[src/dmhd_pkg.sv]
package dmhd_pkg;
    localparam int ARM_W     = 24;
    localparam int ARMS      = 6;
    localparam int HASH_MOD  = 1021;
    localparam int ENTRIES   = 1024;
    localparam int HASH_W    = $clog2(HASH_MOD);
    localparam int ENT_W     = $clog2(ENTRIES);
    localparam int PTR_W     = $clog2(ENTRIES + 1);
    localparam int ROW_W     = ARM_W * ARMS;
    // 2^HASH_W folds to FOLD_K modulo HASH_MOD
    localparam int FOLD_K    = (1 << HASH_W) - HASH_MOD;

    typedef logic [ARM_W-1:0] t_arm;
    typedef t_arm [ARMS-1:0]  t_ring;
    typedef logic [2:0]       t_res;

    localparam t_res RES_TWIN = 3'b001;
    localparam t_res RES_INS  = 3'b010;
    localparam t_res RES_FULL = 3'b100;

    typedef enum logic [3:0] {
        ST_CLEAR, ST_IDLE, ST_HASH, ST_HEAD, ST_HEADW, ST_ROW, ST_ROWW,
        ST_CMP, ST_TAIL, ST_TAILW, ST_WRITE, ST_LINK, ST_OUT
    } t_state;

    typedef struct packed {
        logic load;
        logic hash_step;
        logic clr_step;
        logic head_rd;
        logic head_take;
        logic row_take;
        logic tail_take;
        logic commit;
        logic link_fix;
    } t_cmd;

    typedef struct packed {
        logic clr_done;
        logic hash_done;
        logic ptr_ok;
        logic alike;
        logic full;
        logic head_empty;
    } t_sts;

    function automatic logic rings_alike(t_ring a, t_ring b);
        logic hit, f, r;
        hit = 1'b0;
        for (int j = 0; j < ARMS; j++) begin
            f = 1'b1;
            r = 1'b1;
            for (int k = 0; k < ARMS; k++) begin
                if (a[k] != b[(j + k) % ARMS]) f = 1'b0;
                if (a[k] != b[(j - k + ARMS) % ARMS]) r = 1'b0;
            end
            hit = hit | f | r;
        end
        return hit;
    endfunction
endpackage

[src/dmhd_ctrl.sv]
module dmhd_ctrl (
    input  logic           i_clk,
    input  logic           i_rst_n,
    input  logic           i_in_valid,
    output logic           o_in_ready,
    output logic           o_out_valid,
    input  logic           i_out_ready,
    output logic           o_twin,
    output logic           o_ins,
    output logic           o_full,
    input  dmhd_pkg::t_sts i_sts,
    output dmhd_pkg::t_cmd o_cmd
);
    import dmhd_pkg::*;

    t_state r_state, n_state;
    t_res   r_res, n_res;

    always_ff @(posedge i_clk) begin
        if (!i_rst_n) begin
            r_state <= ST_CLEAR;
            r_res   <= '0;
        end else begin
            r_state <= n_state;
            r_res   <= n_res;
        end
    end

    always_comb begin
        n_state     = r_state;
        n_res       = r_res;
        o_cmd       = '0;
        o_in_ready  = 1'b0;
        o_out_valid = 1'b0;
        unique case (r_state)
            ST_CLEAR: begin
                if (i_sts.clr_done) n_state = ST_IDLE;
                else o_cmd.clr_step = 1'b1;
            end
            ST_IDLE: begin
                o_in_ready = 1'b1;
                if (i_in_valid) begin
                    o_cmd.load = 1'b1;
                    n_state    = ST_HASH;
                end
            end
            ST_HASH: begin
                o_cmd.hash_step = 1'b1;
                if (i_sts.hash_done) n_state = ST_HEAD;
            end
            ST_HEAD: begin
                o_cmd.head_rd = 1'b1;
                n_state = ST_HEADW;
            end
            ST_HEADW: begin
                o_cmd.head_take = 1'b1;
                n_state = ST_ROW;
            end
            ST_ROW: begin
                if (i_sts.ptr_ok) n_state = ST_ROWW;
                else if (i_sts.full) begin
                    n_res = RES_FULL; n_state = ST_OUT;
                end else n_state = i_sts.head_empty ? ST_WRITE : ST_TAIL;
            end
            ST_ROWW: begin
                o_cmd.row_take = 1'b1;
                n_state = ST_CMP;
            end
            ST_CMP: begin
                if (i_sts.alike) begin
                    n_res = RES_TWIN; n_state = ST_OUT;
                end else n_state = ST_ROW;
            end
            ST_TAIL: n_state = ST_TAILW;
            ST_TAILW: begin
                o_cmd.tail_take = 1'b1;
                n_state = ST_WRITE;
            end
            ST_WRITE: begin
                o_cmd.commit = 1'b1;
                n_res = RES_INS;
                n_state = i_sts.head_empty ? ST_OUT : ST_LINK;
            end
            ST_LINK: begin
                o_cmd.link_fix = 1'b1;
                n_state = ST_OUT;
            end
            ST_OUT: begin
                o_out_valid = 1'b1;
                if (i_out_ready) n_state = ST_IDLE;
            end
            default: n_state = ST_IDLE;
        endcase
    end

    assign o_twin = (r_res == RES_TWIN);
    assign o_ins  = (r_res == RES_INS);
    assign o_full = (r_res == RES_FULL);

    a_no_ready_busy: assert property (@(posedge i_clk)
        !i_rst_n || !(o_in_ready && o_out_valid))
        else $error("ready while result pending");
    a_flags_onehot: assert property (@(posedge i_clk)
        !i_rst_n || !o_out_valid || $onehot(r_res))
        else $error("result flags not one-hot");
    a_no_ready_clear: assert property (@(posedge i_clk)
        !i_rst_n || (r_state != ST_CLEAR) || !o_in_ready)
        else $error("ready during clear");
endmodule

[config.mk]
export PLATFORM = sky130hd
export DESIGN_NAME = dmhd_ctrl
export DESIGN_NICKNAME = d
export VERILOG_FILES = /design/src/dmhd_pkg.sv /design/src/dmhd_ctrl.sv
export SDC_FILE = /design/constraint.sdc
export NUM_CORES = 1
export LEC_CHECK = 0
export ABC_AREA = 0
export BUFFER_PORTS_ARGS = -buffer_cell sky130_fd_sc_hd__buf_2
export CAP_MARGIN = 20
export CORE_UTILIZATION = 48
export DETAILED_ROUTE_END_ITERATION = 7
export PLACE_DENSITY = 0.86
export SYNTH_ARGS = -nofsm -noshare
export SYNTH_HDL_FRONTEND = slang
export SYNTH_SLANG_ARGS = --single-unit
[constraint.sdc]
create_clock -name i_clk -period 1.5 [get_ports i_clk]
set_input_delay 0.225 -clock i_clk [delete_from_list [all_inputs] [get_ports i_clk]]
set_output_delay 0.225 -clock i_clk [all_outputs]
set_load 0.01 [all_outputs]
After elaboration in Yosys (flattened, before gate mapping)
Cells that the tools add are included.
{ "totals": {"out_inout_bits": 14, "in_bits": 10, "register_bits": 7} }
{ "op_classes": {"reduce_logical": 4, "eq_ne": 22, "muxes": 27} }
{ "op_table": {"columns": ["cell", "n"], "rows": [
  ["$pmux 4 s13", 1],
  ["$mux 4", 6],
  ["$eq 4x4->1 const B", 5],
  ["$eq 4x3->1 const B", 4],
  ["$mux 3", 5],
  ["$ne 2x2->1 const B", 7],
  ["$mux 1", 13],
  ["$pmux 3 s3", 1],
  ["$eq 4x2->1 const B", 2],
  ["$reduce_and 4->1", 2],
  ["$eq 4x1->1 const B", 1],
  ["$logic_not 4->1", 1],
  ["$eq 3x1->1 const B", 1],
  ["$eq 3x2->1 const B", 1],
  ["$eq 3x3->1 const B", 1],
  ["$reduce_bool 3->1", 1],
  ["$mux 2", 1]
]} }

Depth between registers and ports, before layout
{ "depth": {"ltp_word": 4, "mapped_depth": 6} }

Least setup slack after synthesis
No wires, ideal clock.
{ "synth_timing": {"path_type": "register to output", "start": "reg r_state[0]", "end": "out o_cmd[8] (netlist bit)", "arrival_ns": 1.136, "n_path_buf": 2, "slack_ns": 0.139, "required_time_ns": 1.275, "path_stages_with_launch": 6, "cell_sequence": "dfxtp_1 buf_6 buf_4 nand2_1 nor2_1 and2_1"} }
{ "synth_rtl": {"columns": ["element", "line", "text"], "rows": [
  ["from (decl)", "dmhd_ctrl.sv:16", "t_state r_state, n_state;"],
  ["from (signal assigned)", "dmhd_ctrl.sv:24", "r_state <= n_state;"],
  ["to (decl)", "dmhd_ctrl.sv:12", "output dmhd_pkg::t_cmd o_cmd"]
]} }

==> results_dict.tcl <==
set metrics [dict create \
    place.port_buffers 23 \
    clock_path_buffers 2 \
    clkSinkCount 7 \
    cts_tree "yes" \
    start_util 0.5163 \
    outcome "complete, no violations" \
    drc 0 \
    vias_per_cell 6.039 \
    power_frac_comb 0.509 \
    holdWs_ns 0.2572 \
    power_density_nw_per_um2 1054 \
    seq_power_share 0.297 \
    p_sw_frac 0.4066 \
    fill_cells 116 \
    fin_cells 128 \
    tns_ns 0 \
    ys_ff_latch 7 \
    clkLatencyLatePin_ns 0.26 \
    crit_required_ns 1.27 \
    antenna_found_initial 0 \
    worstSetupPathType "flop to output port" \
    p_switching_mw 0.3679 \
    fp.dieW_um 39.42 \
    drv_slew 0 \
    first_pass_iters 4 \
    maxCapViolCount 0 \
    dp_cells 121 \
    cts_root_buf "clkbuf_4" \
    timing.final.crit_period_ns 1.461 \
    crit_path_start "r_state[1]" \
    diodes 0 \
    final.setup_skew_ns 0.002158 \
    gp_congestion 0.8455 \
    reg2reg_depth 6 \
    core_region_area_um2 1301 \
    netlist_area_um2 671.9 \
    cts_hold_buf 0 \
    leakagePower_nw 0.3905 \
    fmax_mhz 684.2 \
    hpwl_um 1348 \
    finalCritPeriodShare 0.9743 \
    register_area_um2 150.1 \
    ioPinCount 24 \
    drt_iter0_drc 25 \
    vias 773 \
    syn-num-nets 94 \
    setup_ws_ns 0.03853 \
    drt-total-wl_um 1864 \
    synth.distinct_cells 37 \
    crit_path_start_kind "flop" \
    internal-power_mw 0.5370 \
    arrival_ns 1.24 \
    synth_area_leaders "dfxtp_1, nor3b_1, buf_6" \
    layout_commonest_cell "buf_2" \
    slew_headroom 0.7588 \
    die_area_um2 1554 \
    ir_drop_v 0.0005886 \
    gr-usage-all-layers 0.2527 \
    multiInputGateArea_um2 454.2 \
    die_h_um 39.42 \
    synth_cells 84 \
    clk_pin_slew_ns 0.05 \
    r2r_setup_slack_ns 0.18 \
    endpoint "o_cmd[8]" \
    end_kind "output port" \
    numCtsBuffers 3 \
    postPlaceCellArea_um2 788.3 \
    hold_class "primary input to flop" \
    synth_top_cell_by_area "dfxtp_1" \
    drive_gt1_frac 0.4425 \
    r2r_end "r_state[0]" \
    setup_viol_count_final 0 \
    reg2reg_from "r_state[3]" \
    yosys.area.top_type_share 0.2086 \
    pwr-share-clk 0.193 \
    rsz0062_at_grt "false" \
    overflow 0 \
    area_delta_synth_final_pct 27.75 \
    dp_slack_ns 0.1027 \
    grt_pass1_wl_um 2711 \
    num-nets-final 124 \
    finalHoldViolCount 0 \
    path_max_fanout 6 \
    rows 13 \
    layout_common_cells "buf_2, buf_4, nor2_1, nor3b_1, nand2_1" \
    synth_warnings 0 \
    cts_max_level 1 \
    first_global_vias 611 \
    grt_max_degree 14 \
    wire_per_inst_um 14.56 \
    ys_seq_area_frac 0.2086 \
    avgSynthCellArea_um2 7.999 \
    drtAntennaViolNets 0 \
    postLayoutCellArea_um2 858.3 \
    tightestPinTransition_ns 0.3526 \
]
critical path, cell delays in order, from the launching register on:
cell,delay (ns)
dfxtp_2,0.34
or2_4,0.29
nor2_2,0.09
and2_1,0.13
buf_2,0.13
kinds of logic (layout without fill, tap and decap cells):
logic type / Yosys count / after routing / share of synthesized area
AND/OR/NAND/NOR: 42 / 42 / 0.3966
AO/OA/AOI/OAI: 20 / 20 / 0.2328
multiplexers: 2 / 2 / 0.02980
flip-flops: 7 / 7 / 0.2086
buffers and inverters: 13 / 42 / 0.1322
through the flow:
| step | utilization | total power [mW] |
|---|---|---|
| 2_1_floorplan | - | 0.5682 |
| 3_3_place_gp | 0.6058 | 0.6817 |
| 3_5_place_dp | 0.6058 | 0.7001 |
| 4_1_cts | 0.6452 | 0.8815 |
| 5_1_grt | 0.6596 | 0.9630 |
| 6_report | 0.6596 | 0.9049 |
sequential cells by signal, summed over array words and instances (netlist names):
signal / flops
r_res: 3
r_state: 4
layer usage:
| metal | GRT usage | routed length (um) |
|---|---|---|
| met1 | 0.3265 | 769 |
| met2 | 0.4426 | 925 |
| met3 | 0.05682 | 139 |
| met4 | 0.008621 | 29 |
| met5 | 0 | 0 |
power groups by stage:
stage / clock network [mW] / logic, mW / registers [mW]
floorplan: 0 / 0.334 / 0.234
global placement: 0 / 0.418 / 0.263
detailed placement: 0 / 0.436 / 0.265
CTS: 0.179 / 0.439 / 0.263
global route: 0.186 / 0.505 / 0.273
finish: 0.175 / 0.461 / 0.269
worst min path at each step:
stage                     startpoint          to  cells past startpoint
after floorplan              i_rst_n  r_state[2]                      1
after global placement      r_res[0]    r_res[0]                      1
after detailed placement    r_res[0]    r_res[0]                      1
after CTS                    i_rst_n  r_state[2]                      2
after global routing         i_rst_n  r_state[2]                      2
final                        i_rst_n  r_state[2]                      2
timing repair:
item,4_1_cts,5_1_grt
buffers inserted,2,1
resized for setup,6,4
setup endpoints to repair,11,5
area by class of cell:
class / instances / share of cell area
Timing Repair Buffer: 33 / 0.2187
Clock buffer: 4 / 0.03061
Multi-Input combinational cell: 64 / 0.5292
Sequential cell: 7 / 0.1749
Inverter: 5 / 0.02478
Tap cell: 15 / 0.02187
cells in the mapped netlist:
cell       number
nand2_1         6
nor3_1          4
a2111oi_0       1
a32oi_1         1
inv_1           4
a41o_1          1
and3b_1         1
nor4_4          1
or2_4           1
nor4b_1         1
nand3_1         1
a21oi_1         3
o211ai_1        1
a221oi_1        1
nor2_1          9
o21a_1          1
buf_6           4
nor3b_1         7
mux2i_1         2
nor2b_1         2
o21ai_0         2
o21bai_1        1
and2_1          1
nor3_2          1
a31oi_1         2
buf_4           2
dfxtp_1         7
nor4_1          1
o221a_1         1
inv_2           1
nand2b_1        4
o31ai_1         1
a22o_1          2
buf_2           2
nor4_2          2
o41ai_2         1
a21o_1          1
No activity file was read; power rests on OpenSTA's default activity.
